`src/sv/debug_packet_deframer_unit_defines.svh`:
```
// Assertion macros shared by the deframer modules.
// Define NO_ASSERTIONS to compile every check away.
`ifndef DEBUG_PACKET_DEFRAMER_UNIT_DEFINES_SVH
`define DEBUG_PACKET_DEFRAMER_UNIT_DEFINES_SVH

`ifndef NO_ASSERTIONS

// Checks that a property holds at every clock edge outside reset.
`define DPD_ASSERT(lbl, clk, rst, prop, msg) \
   lbl: assert property (@(posedge clk) disable iff (rst) (prop)) else $error(msg);

// Checks that a condition never occurs outside reset.
`define DPD_ASSERT_NEVER(lbl, clk, rst, cond, msg) \
   lbl: assert property (@(posedge clk) disable iff (rst) !(cond)) else $error(msg);

`else

`define DPD_ASSERT(lbl, clk, rst, prop, msg)
`define DPD_ASSERT_NEVER(lbl, clk, rst, cond, msg)

`endif

`endif

```
`src/sv/dpd_pkg.sv`:
```
package dpd_pkg;

   // Special bytes of the serial framing.
   localparam logic [7:0] BYTE_INTR  = 8'h03;
   localparam logic [7:0] BYTE_START = 8'h24;
   localparam logic [7:0] BYTE_HASH  = 8'h23;
   localparam logic [7:0] BYTE_QUERY = 8'h3F;

   // Result kinds.
   localparam logic [2:0] KIND_PAYLOAD  = 3'd0;
   localparam logic [2:0] KIND_ACCEPT   = 3'd1;
   localparam logic [2:0] KIND_REJECT   = 3'd2;
   localparam logic [2:0] KIND_OVERFLOW = 3'd3;
   localparam logic [2:0] KIND_ABORT    = 3'd4;

   // Acknowledge codes.
   localparam logic [1:0] REPLY_NONE = 2'd0;
   localparam logic [1:0] REPLY_ACK  = 2'd1;
   localparam logic [1:0] REPLY_NAK  = 2'd2;

   // Depth of the queue between front and back end.
   localparam int QUEUE_DEPTH = 4;
   localparam int QPTR_W      = $clog2(QUEUE_DEPTH);

   // Events that the front end hands to the back end.
   typedef enum logic [2:0] {
      EV_PAYLOAD    = 3'd0,
      EV_ACCEPT     = 3'd1,
      EV_REJECT     = 3'd2,
      EV_OVERFLOW   = 3'd3,
      EV_INTR_IDLE  = 3'd4,
      EV_INTR_FRAME = 3'd5
   } dpd_event_type;

   typedef struct packed {
      dpd_event_type ev;
      logic [7:0]    data;
   } dpd_entry_type;

   // Receiver modes, one-hot.
   typedef enum logic [3:0] {
      MODE_IDLE     = 4'b0001,
      MODE_PAYLOAD  = 4'b0010,
      MODE_DIGIT_HI = 4'b0100,
      MODE_DIGIT_LO = 4'b1000
   } dpd_mode_type;

   // Hex digit decode: bit 4 flags a byte that is not a hex digit.
   function automatic logic [4:0] hex_value(input logic [7:0] b);
      logic [4:0] v;
      v = 5'h10;
      if (b >= 8'h30 && b <= 8'h39) begin
         v = {1'b0, 4'(b - 8'h30)};
      end else if (b >= 8'h61 && b <= 8'h66) begin
         v = {1'b0, 4'(b - 8'h61 + 8'd10)};
      end else if (b >= 8'h41 && b <= 8'h46) begin
         v = {1'b0, 4'(b - 8'h41 + 8'd10)};
      end
      return v;
   endfunction

endpackage

```
`src/sv/dpd_if.sv`:
```
// Input channel: one received serial byte per beat.
interface dpd_req_if;
   logic       valid;
   logic       ready;
   logic [7:0] rx_byte;

   modport source (output valid, output rx_byte, input ready);
   modport sink   (input valid, input rx_byte, output ready);
endinterface

// Result channel: one result item per beat.
interface dpd_rsp_if;
   logic       valid;
   logic       ready;
   logic [2:0] kind;
   logic [7:0] data;
   logic [1:0] reply;
   logic       last;

   modport source (output valid, output kind, output data, output reply, output last,
                   input ready);
   modport sink   (input valid, input kind, input data, input reply, input last,
                   output ready);
endinterface

```
`src/sv/dpd_front.sv`:
```
`include "debug_packet_deframer_unit_defines.svh"

module dpd_front #(
   parameter int MAX_FRAME = 400
) (
   input  logic                   clock,
   input  logic                   reset,
   dpd_req_if.sink                req,
   input  logic                   q_full,
   output logic                   push,
   output dpd_pkg::dpd_entry_type push_entry
);
   import dpd_pkg::*;

   localparam int CNT_W = $clog2(MAX_FRAME);
   localparam logic [CNT_W-1:0] CNT_LIMIT = CNT_W'(MAX_FRAME - 1);

   dpd_mode_type     mode_ff, mode_in;
   logic [CNT_W-1:0] count_ff, count_in;
   logic [7:0]       sum_ff, sum_in;
   logic [3:0]       hi_ff, hi_in;
   logic             hi_bad_ff, hi_bad_in;

   logic             accept;
   logic [7:0]       b;
   logic [4:0]       hv;
   logic             go_idle;

   // A byte is taken whenever the queue has room.
   assign req.ready = !q_full;
   assign accept    = req.valid && !q_full;
   assign b         = req.rx_byte;
   assign hv        = hex_value(b);

   // Classify the byte and update the frame state.
   always_comb begin
      mode_in    = mode_ff;
      count_in   = count_ff;
      sum_in     = sum_ff;
      hi_in      = hi_ff;
      hi_bad_in  = hi_bad_ff;
      go_idle    = 1'b0;
      push       = 1'b0;
      push_entry = '{ev: EV_PAYLOAD, data: 8'h00};

      if (accept) begin
         if (b == BYTE_INTR) begin
            push          = 1'b1;
            push_entry.ev = (mode_ff == MODE_IDLE) ? EV_INTR_IDLE : EV_INTR_FRAME;
            go_idle       = 1'b1;
         end else if (mode_ff == MODE_IDLE) begin
            if (b == BYTE_START) begin
               mode_in   = MODE_PAYLOAD;
               count_in  = CNT_W'(1);
               sum_in    = 8'h00;
               hi_in     = 4'h0;
               hi_bad_in = 1'b0;
            end
         end else if (count_ff == CNT_LIMIT) begin
            push          = 1'b1;
            push_entry.ev = EV_OVERFLOW;
            go_idle       = 1'b1;
         end else begin
            count_in = count_ff + CNT_W'(1);
            unique case (mode_ff)
               MODE_PAYLOAD: begin
                  if (b == BYTE_HASH) begin
                     mode_in = MODE_DIGIT_HI;
                  end else begin
                     sum_in     = sum_ff + b;
                     push       = 1'b1;
                     push_entry = '{ev: EV_PAYLOAD, data: b};
                  end
               end
               MODE_DIGIT_HI: begin
                  hi_in     = hv[3:0];
                  hi_bad_in = hv[4];
                  mode_in   = MODE_DIGIT_LO;
               end
               MODE_DIGIT_LO: begin
                  push = 1'b1;
                  if (!hi_bad_ff && !hv[4] && ({hi_ff, hv[3:0]} == sum_ff)) begin
                     push_entry.ev = EV_ACCEPT;
                  end else begin
                     push_entry.ev = EV_REJECT;
                  end
                  go_idle = 1'b1;
               end
               default: begin
                  go_idle = 1'b1;
               end
            endcase
         end
      end

      if (go_idle) begin
         mode_in   = MODE_IDLE;
         count_in  = '0;
         sum_in    = 8'h00;
         hi_in     = 4'h0;
         hi_bad_in = 1'b0;
      end
   end

   // Frame state registers.
   always_ff @(posedge clock) begin
      if (reset) begin
         mode_ff   <= MODE_IDLE;
         count_ff  <= '0;
         sum_ff    <= 8'h00;
         hi_ff     <= 4'h0;
         hi_bad_ff <= 1'b0;
      end else begin
         mode_ff   <= mode_in;
         count_ff  <= count_in;
         sum_ff    <= sum_in;
         hi_ff     <= hi_in;
         hi_bad_ff <= hi_bad_in;
      end
   end

   // The frame length never passes the limit, and idle holds an empty frame.
   `DPD_ASSERT(a_count_limit, clock, reset, count_ff <= CNT_LIMIT, "frame count over limit")
   `DPD_ASSERT(a_idle_empty, clock, reset, (mode_ff == MODE_IDLE) |-> (count_ff == '0 && sum_ff == 8'h00), "idle with frame state")

endmodule

```
`src/sv/dpd_queue.sv`:
```
`include "debug_packet_deframer_unit_defines.svh"

module dpd_queue (
   input  logic                   clock,
   input  logic                   reset,
   input  logic                   push,
   input  dpd_pkg::dpd_entry_type push_entry,
   input  logic                   pop,
   output logic                   full,
   output logic                   head_valid,
   output dpd_pkg::dpd_entry_type head_entry
);
   import dpd_pkg::*;

   dpd_entry_type     slot_ff [QUEUE_DEPTH];
   logic [QPTR_W-1:0] wr_ptr_ff, wr_ptr_in;
   logic [QPTR_W-1:0] rd_ptr_ff, rd_ptr_in;
   logic [QPTR_W:0]   count_ff, count_in;

   assign full       = (count_ff == (QPTR_W+1)'(QUEUE_DEPTH));
   assign head_valid = (count_ff != '0);
   assign head_entry = slot_ff[rd_ptr_ff];

   // Pointer and fill count updates.
   always_comb begin
      wr_ptr_in = push ? wr_ptr_ff + QPTR_W'(1) : wr_ptr_ff;
      rd_ptr_in = pop ? rd_ptr_ff + QPTR_W'(1) : rd_ptr_ff;
      count_in  = count_ff;
      if (push && !pop) begin
         count_in = count_ff + (QPTR_W+1)'(1);
      end else if (pop && !push) begin
         count_in = count_ff - (QPTR_W+1)'(1);
      end
   end

   always_ff @(posedge clock) begin
      if (reset) begin
         wr_ptr_ff <= '0;
         rd_ptr_ff <= '0;
         count_ff  <= '0;
      end else begin
         wr_ptr_ff <= wr_ptr_in;
         rd_ptr_ff <= rd_ptr_in;
         count_ff  <= count_in;
      end
   end

   // Entry storage needs no reset.
   always_ff @(posedge clock) begin
      if (push) begin
         slot_ff[wr_ptr_ff] <= push_entry;
      end
   end

   // Neither side may run past the other.
   `DPD_ASSERT_NEVER(a_push_full, clock, reset, push && full, "push into full queue")
   `DPD_ASSERT_NEVER(a_pop_empty, clock, reset, pop && !head_valid, "pop from empty queue")

endmodule

```
`src/sv/dpd_back.sv`:
```
`include "debug_packet_deframer_unit_defines.svh"

module dpd_back (
   input  logic                   clock,
   input  logic                   reset,
   input  logic                   head_valid,
   input  dpd_pkg::dpd_entry_type head_entry,
   output logic                   pop,
   dpd_rsp_if.source              rsp
);
   import dpd_pkg::*;

   logic       valid_ff, valid_in;
   logic [2:0] kind_ff, kind_in;
   logic [7:0] data_ff, data_in;
   logic [1:0] reply_ff, reply_in;
   logic       last_ff, last_in;

   // Beats of an interrupt entry still to send; query means the '?' beat is next.
   logic       pend_ff, pend_in;
   logic       pend_query_ff, pend_query_in;

   logic       load;

   assign load = !valid_ff || rsp.ready;

   // Pick the next beat: finish an interrupt entry first, then take the queue head.
   always_comb begin
      valid_in      = valid_ff;
      kind_in       = kind_ff;
      data_in       = data_ff;
      reply_in      = reply_ff;
      last_in       = last_ff;
      pend_in       = pend_ff;
      pend_query_in = pend_query_ff;
      pop           = 1'b0;

      if (load) begin
         valid_in = 1'b0;
         data_in  = 8'h00;
         reply_in = REPLY_NONE;
         last_in  = 1'b1;
         if (pend_ff) begin
            valid_in = 1'b1;
            if (pend_query_ff) begin
               kind_in       = KIND_PAYLOAD;
               data_in       = BYTE_QUERY;
               last_in       = 1'b0;
               pend_query_in = 1'b0;
            end else begin
               kind_in = KIND_ACCEPT;
               pend_in = 1'b0;
            end
         end else if (head_valid) begin
            valid_in = 1'b1;
            pop      = 1'b1;
            unique case (head_entry.ev)
               EV_PAYLOAD: begin
                  kind_in = KIND_PAYLOAD;
                  data_in = head_entry.data;
               end
               EV_ACCEPT: begin
                  kind_in  = KIND_ACCEPT;
                  reply_in = REPLY_ACK;
               end
               EV_REJECT: begin
                  kind_in  = KIND_REJECT;
                  reply_in = REPLY_NAK;
               end
               EV_OVERFLOW: begin
                  kind_in  = KIND_OVERFLOW;
                  reply_in = REPLY_NAK;
               end
               EV_INTR_IDLE: begin
                  kind_in       = KIND_PAYLOAD;
                  data_in       = BYTE_QUERY;
                  last_in       = 1'b0;
                  pend_in       = 1'b1;
                  pend_query_in = 1'b0;
               end
               EV_INTR_FRAME: begin
                  kind_in       = KIND_ABORT;
                  last_in       = 1'b0;
                  pend_in       = 1'b1;
                  pend_query_in = 1'b1;
               end
               default: begin
                  valid_in = 1'b0;
               end
            endcase
         end
      end
   end

   always_ff @(posedge clock) begin
      if (reset) begin
         valid_ff      <= 1'b0;
         pend_ff       <= 1'b0;
         pend_query_ff <= 1'b0;
      end else begin
         valid_ff      <= valid_in;
         pend_ff       <= pend_in;
         pend_query_ff <= pend_query_in;
      end
   end

   // Output payload registers.
   always_ff @(posedge clock) begin
      kind_ff  <= kind_in;
      data_ff  <= data_in;
      reply_ff <= reply_in;
      last_ff  <= last_in;
   end

   assign rsp.valid = valid_ff;
   assign rsp.kind  = kind_ff;
   assign rsp.data  = data_ff;
   assign rsp.reply = reply_ff;
   assign rsp.last  = last_ff;

   // A beat that is not the last one always has its follow-up pending.
   `DPD_ASSERT(a_not_last_pend, clock, reset, (valid_ff && !last_ff) |-> pend_ff, "lost interrupt beat")

endmodule

```
`src/sv/debug_packet_deframer_unit.sv`:
```
// Receive side of a debugger serial packet link. Bytes arrive on req_chan, one per beat,
// and the front end takes one byte every clock cycle while its four-entry queue has room.
// Bytes before '$' are ignored; payload bytes come out on rsp_chan one result each, '#'
// and the first checksum digit give nothing, and the second digit gives an accept ('+')
// or reject ('-') result. A frame that outgrows MAX_FRAME - 1 bytes is dropped with '-'.
// Byte 0x03 in any mode gives an abort result (only if a frame was open), then a '?'
// payload result and an unacknowledged accept. The back end sends one result beat per
// cycle from its output register while rsp_chan is ready; a byte's first result passes
// through a queue slot and then that register before it is offered on rsp_chan, and an
// interrupt byte gives the back end two or three result beats to send; the queue absorbs
// that while the front end keeps taking bytes.
module debug_packet_deframer_unit #(
   parameter int MAX_FRAME = 400
) (
   input  logic       clock,
   input  logic       reset,
   dpd_req_if.sink    req_chan,
   dpd_rsp_if.source  rsp_chan
);
   import dpd_pkg::*;

   logic          push;
   dpd_entry_type push_entry;
   logic          pop;
   logic          q_full;
   logic          head_valid;
   dpd_entry_type head_entry;

   dpd_front #(
      .MAX_FRAME (MAX_FRAME)
   ) u_front (
      .clock      (clock),
      .reset      (reset),
      .req        (req_chan),
      .q_full     (q_full),
      .push       (push),
      .push_entry (push_entry)
   );

   dpd_queue u_queue (
      .clock      (clock),
      .reset      (reset),
      .push       (push),
      .push_entry (push_entry),
      .pop        (pop),
      .full       (q_full),
      .head_valid (head_valid),
      .head_entry (head_entry)
   );

   dpd_back u_back (
      .clock      (clock),
      .reset      (reset),
      .head_valid (head_valid),
      .head_entry (head_entry),
      .pop        (pop),
      .rsp        (rsp_chan)
   );

endmodule
```
`src/flat_wrapper.sv`:
```
// flat-port wrapper written by rule: the top's interface ports become plain ports
module debug_packet_deframer_unit_flat import dpd_pkg::*;
#(
   parameter int MAX_FRAME = 400
)
  (clock, reset, req_chan_valid, req_chan_rx_byte, req_chan_ready, rsp_chan_valid, rsp_chan_kind, rsp_chan_data, rsp_chan_reply, rsp_chan_last, rsp_chan_ready);
  dpd_req_if req_chan_i ();
  dpd_rsp_if rsp_chan_i ();
  input  logic clock;
  input  logic reset;
  input wire logic [$bits(req_chan_i.valid)-1:0] req_chan_valid;
  input wire logic [$bits(req_chan_i.rx_byte)-1:0] req_chan_rx_byte;
  output wire logic [$bits(req_chan_i.ready)-1:0] req_chan_ready;
  output wire logic [$bits(rsp_chan_i.valid)-1:0] rsp_chan_valid;
  output wire logic [$bits(rsp_chan_i.kind)-1:0] rsp_chan_kind;
  output wire logic [$bits(rsp_chan_i.data)-1:0] rsp_chan_data;
  output wire logic [$bits(rsp_chan_i.reply)-1:0] rsp_chan_reply;
  output wire logic [$bits(rsp_chan_i.last)-1:0] rsp_chan_last;
  input wire logic [$bits(rsp_chan_i.ready)-1:0] rsp_chan_ready;
  assign req_chan_i.valid = req_chan_valid;
  assign req_chan_i.rx_byte = req_chan_rx_byte;
  assign req_chan_ready = req_chan_i.ready;
  assign rsp_chan_valid = rsp_chan_i.valid;
  assign rsp_chan_kind = rsp_chan_i.kind;
  assign rsp_chan_data = rsp_chan_i.data;
  assign rsp_chan_reply = rsp_chan_i.reply;
  assign rsp_chan_last = rsp_chan_i.last;
  assign rsp_chan_i.ready = rsp_chan_ready;
  debug_packet_deframer_unit #(.MAX_FRAME(MAX_FRAME)) u_core (.clock(clock), .reset(reset), .req_chan(req_chan_i), .rsp_chan(rsp_chan_i));
endmodule
```
`config.mk`:
```
export PLATFORM = sky130hd
export DESIGN_NAME = debug_packet_deframer_unit_flat
export DESIGN_NICKNAME = d
export VERILOG_FILES = /design/src/sv/dpd_pkg.sv /design/src/sv/dpd_if.sv /design/src/sv/dpd_front.sv /design/src/sv/dpd_queue.sv /design/src/sv/dpd_back.sv /design/src/sv/debug_packet_deframer_unit.sv /design/src/flat_wrapper.sv
export VERILOG_INCLUDE_DIRS = /design/src /design/src/sv
export SDC_FILE = /design/constraint.sdc
export NUM_CORES = 1
export LEC_CHECK = 0
export ABC_AREA = 1
export BUFFER_PORTS_ARGS = -buffer_cell sky130_fd_sc_hd__buf_2
export CAP_MARGIN = 10
export CORE_MARGIN = 2
export CORE_UTILIZATION = 40
export DETAILED_ROUTE_END_ITERATION = 10
export GPL_TIMING_DRIVEN = 0
export PLACE_DENSITY = 0.56
export SYNTH_ARGS = -nofsm -noshare
export SYNTH_HDL_FRONTEND = slang
export SYNTH_SLANG_ARGS = --single-unit
export TNS_END_PERCENT = 50
```
`constraint.sdc`:
```
create_clock -name clock -period 3.1 [get_ports clock]
set_clock_uncertainty 0.1 [all_clocks]
set_input_delay 0.62 -clock clock [delete_from_list [all_inputs] [get_ports clock]]
set_output_delay 0.62 -clock clock [all_outputs]
set_load 0.02 [all_outputs]
```
Word level (Yosys, flattened, before mapping)
Memory sizes are Yosys's and may differ from the RTL's. A register that Yosys moved wholly into a read port is not among the register bits.
Cells that the tools add are included.
Cells by class
  eq/ne operators: 19
  bitwise logic cells: 2
  add/subtract/negate cells: 11
  reductions and logical operators: 37
  mux-type cells: 78
  magnitude comparators: 6
Operators with widths (number)
  $mux 8: 11
  $mux 1: 34
  $mux 4: 8
  $mux 9: 3
  $mux 11: 2
  $eq 8x6->1 const B: 2
  $ge 8x7->1 const B: 2
  $le 8x7->1 const B: 2
  $pmux 8 s2: 1
  $mux 3: 5
  $mux 5: 3
  $pmux 3 s5: 1
  $reduce_and 6->1: 2
  $reduce_or 2->1: 6
  $sub 4x1->4 const B: 3
  $add 9x1->9 const B: 1
  $eq 3x3->1 const B: 3
  $eq 9x9->1 const B: 1
  $reduce_bool 3->1: 3
  $add 4x4->4 const B: 2
  $add 8x8->8: 1
  $eq 8x2->1 const B: 1
  $eq 8x8->1: 1
  $ge 8x6->1 const B: 1
  29 further kinds: 54
Word-level totals
  register bits: 50
  memory bits (writable): 44
  logic and storage cells: 169
  memories: 1
  input port bits: 12
  output and inout port bits: 16
Memory list
  u_core.u_queue.slot_ff: words 4, width 11, read ports 1, clocked after memory_dff 1, write ports 1, RTL line dpd_queue.sv:15  | dpd_entry_type slot_ff [QUEUE_DEPTH];

Longest topological paths before layout
  word-level depth: 14
  mapped depth: 17
  gate-level depth less buffers: 17

Cells and area by module
From an unflattened synthesis, not the netlist that was laid out.
Unflattened totals
  cells, all modules: 559
  area, all modules: 4914.7 sq um
By module, submodules not included
  dpd_front: times used 1, sequential area each 520.5 sq um, area each 2078.2 sq um, cells an instance 320
  dpd_queue: times used 1, sequential area each 1501.4 sq um, area each 2078.2 sq um, cells an instance 166
  dpd_back: times used 1, sequential area each 480.5 sq um, area each 758.2 sq um, cells an instance 73

Worst setup path before layout
OpenSTA, ideal clock, no wires.
  path kind: input to register
  start point: in req_chan_rx_byte[0]
  end point: reg u_core.u_queue.count_ff[2]
  path buffers: 0
  stages on the path: 14
  arrival: 2.608 ns
  slack: 0.270 ns
  required time: 2.878 ns
  library setup time: 0.122 ns
  cells stage by stage: ha_1 nand3_1 nor4_2 nand2_1 inv_1 o21ai_2 inv_1 ha_1 inv_1 fa_1 a21oi_1 o21ai_0 o21ai_0 a21oi_1
On the way
  longest elaborated chain between the ends: 10
  elaborated cells between the ends (all ways): 13
  classes of those cells: eq/ne (2); mux (7); reduce/logical (4)
Ends and longest elaborated chain
  start: declaration: RTL line flat_wrapper.sv:12  | input wire logic [$bits(req_chan_i.rx_byte)-1:0] req_chan_rx_byte;
  $eq 8x6->1: RTL line dpd_front.sv:67  | if (b == BYTE_HASH) begin
  $mux 1: RTL line dpd_front.sv:67
  $pmux 1 s2: RTL line dpd_front.sv:65  | unique case (mode_ff)
  $mux 1: RTL line dpd_front.sv:59  | end else if (count_ff == CNT_LIMIT) begin
  $mux 1: RTL line dpd_front.sv:51  | end else if (mode_ff == MODE_IDLE) begin
  $mux 1 (*): RTL line dpd_front.sv:47  | if (b == BYTE_INTR) begin
  $mux 1 (*): RTL line dpd_front.sv:46  | if (accept) begin
  net u_core.push: RTL line debug_packet_deframer_unit.sv:22  | logic push;
  $logic_not 1->1: RTL line dpd_queue.sv:31  | end else if (pop && !push) begin
  $logic_and 1x1->1: RTL line dpd_queue.sv:31
  $reduce_bool 2->1 (no line)
  end signal: assignment: RTL line dpd_queue.sv:44  | count_ff <= count_in;
  end: declaration: RTL line dpd_queue.sv:18  | logic [QPTR_W:0] count_ff, count_in;
Mark *: on every way through the listed nets, which the timed path passes. The rest lies on a longest branch.
A chain may end at the register's enable or synchronous reset.

Worst setup path in the final report
Ends and elaborated chain as after synthesis.

==> impl_table.tex <==
\begin{tabular}{lr}
\hline
Metric & Value \\
\hline
\multicolumn{2}{l}{\textbf{Finish}} \\
\quad Top library cells by usage in the layout, fill and taps aside & 110 x nand2\_1, 59 x nor2\_1, 58 x edfxtp\_1 \\
\quad Non-filler cells in the finished layout & 744 \\
\quad Commonest non-fill, non-tap cell in the layout & nand2\_1 \\
\quad Fraction of layout cells with a size suffix above 1 & approximately 17\% \\
\quad Post-Route Utilization & a little under half \\
\quad Final layout net count & 622 \\
\quad Diode insertion count for antenna repair & 0 \\
\quad Area added between synthesis and finish & 13.72\% \\
\quad Post-route design area & 0.005569 sq mm \\
\multicolumn{2}{l}{\textbf{GRT}} \\
\quad Met2 Track Usage GR & 28.48\% \\
\quad Number of global-route vias before repair & 3,543 \\
\quad Number of antenna violations at the first check in global routing & 0 \\
\quad Pin count of the biggest net entering global routing & 18 \\
\quad Global router's overall resource usage & 16.55\% \\
\quad Global routing usage on met3 & 4.659\% \\
\quad First-pass GRT wire length & 16,680 um \\
\quad Global Route met1 Usage & between 10\% and 20\% \\
\quad Remaining global-route overflow & 0 \\
\quad Busiest metal layer after global routing & met2 \\
\multicolumn{2}{l}{\textbf{Timing}} \\
\quad Fin. Hold Viols & 0 \\
\quad Max Transition Viols Final & 0 \\
\quad Max-Slew Margin vs Limit & 26.08\% \\
\quad Share of the clock period used by the worst path after layout & 92.68\% \\
\quad Final Critical Period & 2.873 ns \\
\quad Worst Tran Pin Value & 1.105 ns \\
\quad Total negative slack for setup checks & 0 ns \\
\quad Final setup slack of the worst path & 0.2270 ns \\
\quad Count of endpoints failing setup in the final report & 0 \\
\quad Achievable Freq & 348.1 MHz \\
\multicolumn{2}{l}{\textbf{Yosys}} \\
\quad Syn Inst Count & 552 \\
\quad Post-synthesis cell type count & 47 \\
\quad Avg Synthesized Cell Area & 8.872 sq um \\
\quad Ys flop type & edfxtp\_1 \\
\quad Count of yosys warnings during synthesis & 0 \\
\quad Number of flops mapped to enable cells by yosys & between 50 and 60 \\
\quad Flops \& latches, synth & 96 \\
\quad Sequential area share after synthesis & 51.10\% \\
\quad Async SR Flop Fraction & 0\% \\
\quad Area of the mapped netlist & 0.004897 sq mm \\
\quad Number of nets produced by synthesis & 582 \\
\multicolumn{2}{l}{\textbf{Drt}} \\
\quad Final WL & 10,170 um \\
\quad Number of vias in the routed layout & 3,777 \\
\quad Detailed Routing Iterations Pass 1 & 5 \\
\quad \# DRC & 0 \\
\quad WL per Instance & 13.67 um \\
\quad Antenna Violating Nets Remaining & 0 \\
\quad Vias per cell & between 5 and 6 \\
\quad First-iteration detailed-routing DRC count & 269 \\
\multicolumn{2}{l}{\textbf{CTS}} \\
\quad Number of buffers created by CTS & 9 \\
\quad Clock latency reported for the late side of the worst-skew pair & 0.35 ns \\
\quad Number of buffers on the longest clock path & 2 \\
\quad Root buffer cell & clkbuf\_16 \\
\quad Clock tree from TritonCTS & yes \\
\quad Clock sink count & 96 \\
\quad Register clock-pin slew on the reported worst setup and hold paths & 0.07 ns \\
\quad Level count of the clock H-tree & 3 \\
\multicolumn{2}{l}{\textbf{Place}} \\
\quad Dpl cells & roughly 730 \\
\quad Placed cell areas & $\sim$0.0052 sq mm \\
\quad Placer Congestion & $\sim$0.84 \\
\quad Port Buffer Count & 27 \\
\quad HPWL after detailed placement & $\sim$7300 um \\
\quad Pre-CTS worst setup slack & -0.2981 ns \\
\multicolumn{2}{l}{\textbf{Floorplan}} \\
\quad Horizontal die dimension & 114.7 um \\
\quad Starting density of the core & between 40\% and 50\% \\
\quad Top-Level Pins & 28 \\
\quad Die ar. & 0.01314 sq mm \\
\quad Die height & 114.7 um \\
\quad Number of rows created at floorplan & 40 \\
\quad Placeable Area & 0.01196 sq mm \\
\multicolumn{2}{l}{\textbf{Critical path}} \\
\quad Slack of the worst reg-to-reg path & 0.34 ns \\
\quad Endpoint class of the critical path & register \\
\quad Biggest cell delay along the critical path & between 0.4 and 0.5 ns \\
\quad Crit path DAT & about 3.0 ns \\
\quad Largest driver fanout on the critical path & 9 \\
\quad Startpoint-to-endpoint class of the critical path & primary input to register \\
\quad Count of buffering cells on the critical path with inverters included & 3 \\
\quad Cell class contributing the biggest share of worst-path delay & adder cells \\
\quad Worst path slowest cell & fa\_1 \\
\quad Critical path required time & about 3.2 ns \\
\quad Startpoint types & primary input \\
\quad Worst-path cell chain & buf\_2, ha\_4, nand3\_1, nor4\_4, nor2\_1, nand2\_1, o21ai\_2, inv\_1, ha\_1, inv\_1, fa\_1, a21oi\_1, o21ai\_0, o21ai\_1, a21oi\_1 \\
\multicolumn{2}{l}{\textbf{Pwr}} \\
\quad Reported leakage power & 0.002367 uW \\
\quad Power per cell area & 750.8 mW/mm\^{}2 \\
\quad Highest ir drop seen on vdd & approximately 0.37 mV \\
\multicolumn{2}{l}{\textbf{Outcome}} \\
\quad Run status & finished, final reports clean \\
\multicolumn{2}{l}{\textbf{Hold path}} \\
\quad Worst min-delay path category & register to register \\
\multicolumn{2}{l}{\textbf{Flow run}} \\
\quad Max cap viols & 0 \\
\hline
\end{tabular}
[per-stage QoR]
stage	hold slack, ns	power (uW)
final	0.3660	4181
after global routing	0.3832	4476
after CTS	0.3664	4225
after detailed placement	0.3544	3080
after global placement	0.3516	3053
after floorplan	0.3330	2705
[synthesized netlist by cell type, types with 2 or more instances]
cell type,number,area [sq um]
nor2_4,2,22.52
a21oi_1,31,155.2
nor2_1,59,221.5
o22ai_1,6,37.54
clkbuf_1,2,7.510
xor2_1,6,52.55
ha_1,16,200.2
a31oi_1,3,18.77
nor3_1,12,60.06
or2_1,2,12.51
nand3b_1,3,22.52
o21ai_1,7,35.03
inv_2,12,45.04
nand3_1,30,150.1
dfxtp_1,38,760.7
a21oi_2,9,78.83
nor4_1,2,12.51
inv_1,57,214.0
o21ai_0,34,170.2
o21ai_2,5,43.79
nand2_1,110,412.9
buf_2,5,25.02
nor3_2,2,20.02
a211oi_1,2,15.01
nand3b_2,2,22.52
nand4_1,9,56.30
nor2_2,2,12.51
or2_2,3,18.77
edfxtp_1,58,1742
xnor2_1,3,26.28
buf_6,3,33.78
fa_1,2,40.04
[what timing repair did]
item,4_1_cts,5_1_grt
hold buffers,0,0
hold endpoints to repair,0,0
endpoints found under the setup margin,0,44
setup buffers,0,2
resized for setup,0,7
[where the power goes]
| group | internal [uW] | switching, uW |
|---|---|---|
| Clock | 649 | 484 |
| Sequential | 1530 | 79.0 |
| Combinational | 457 | 981 |
| Total | 2640 | 1540 |
[cell families (layout without fill, tap and decap cells)]
family	after synthesis	count (layout)	share of synthesized area, %
buf+inv	81	126	6.898
flops	96	96	51.10
simple gates	246	246	23.20
compound gates	102	102	12.29
xor+xnor	9	9	1.610
fa+ha+maj	18	18	4.905
[layer usage]
metal  routed length (um)  up-vias  share of wire, %
met1                 4615     1753                45
li1                     -     1943                 -
met2                 5019       66                49
met5                    0        -                 0
met4                  172        0               1.7
met3                  361       15               3.6
[worst register-to-register path: stages, from the launching register on]
cell and delay [ns]:
dfxtp_1 0.38, ha_2 0.22, inv_1 0.07, nor2_2 0.16, nand3b_2 0.15, inv_1 0.09
nor2_1 0.09, nand2_1 0.11, o21ai_2 0.12, inv_1 0.09, ha_1 0.13, inv_1 0.07
fa_1 0.44, a21oi_1 0.14, o21ai_0 0.12, o21ai_1 0.14, a21oi_1 0.05
[registers in the layout, indices dropped and copies added, names as in the netlist, named ones only]
register	count
u_core.u_back.rsp.reply	2
u_core.u_queue.wr_ptr_ff	2
u_core.u_back.rsp.last	1
u_core.u_back.pend_query_ff	1
u_core.u_queue.count_ff	3
u_core.u_front.hi_bad_ff	1
u_core.u_back.rsp.kind	3
u_core.u_back.rsp.valid	1
u_core.u_front.sum_ff	8
u_core.u_queue.slot_ff	44
u_core.u_back.pend_ff	1
u_core.u_front.hi_ff	4
u_core.u_back.rsp.data	8
u_core.u_front.mode_ff	4
u_core.u_front.count_ff	9
u_core.u_queue.rd_ptr_ff	2
[area by class of cell]
cell class                      instances  area, sq um
Inverter                               70        264.0
Fill cell                            1133         6392
Timing Repair Buffer                   29        150.1
Clock buffer                           12        279.0
Tap cell                              147        183.9
Multi-Input combinational cell        375         2081
Clock inverter                          4        33.78
Buffer                                 11        73.82
Sequential cell                        96         2504
[path summary, 6_finish.rpt]
path | from | to | depth (start not counted)
hold / removal | u_core.u_back.pend_query_ff | u_core.u_back.pend_query_ff | 2
setup / recovery | req_chan_rx_byte[0] | u_core.u_queue.count_ff[2] | 15
hold reg to reg | u_core.u_back.pend_query_ff | u_core.u_back.pend_query_ff | 2
setup reg to reg | u_core.u_front.count_ff[1] | u_core.u_queue.count_ff[2] | 16
Note: power is estimated with default switching activity, not from simulation.
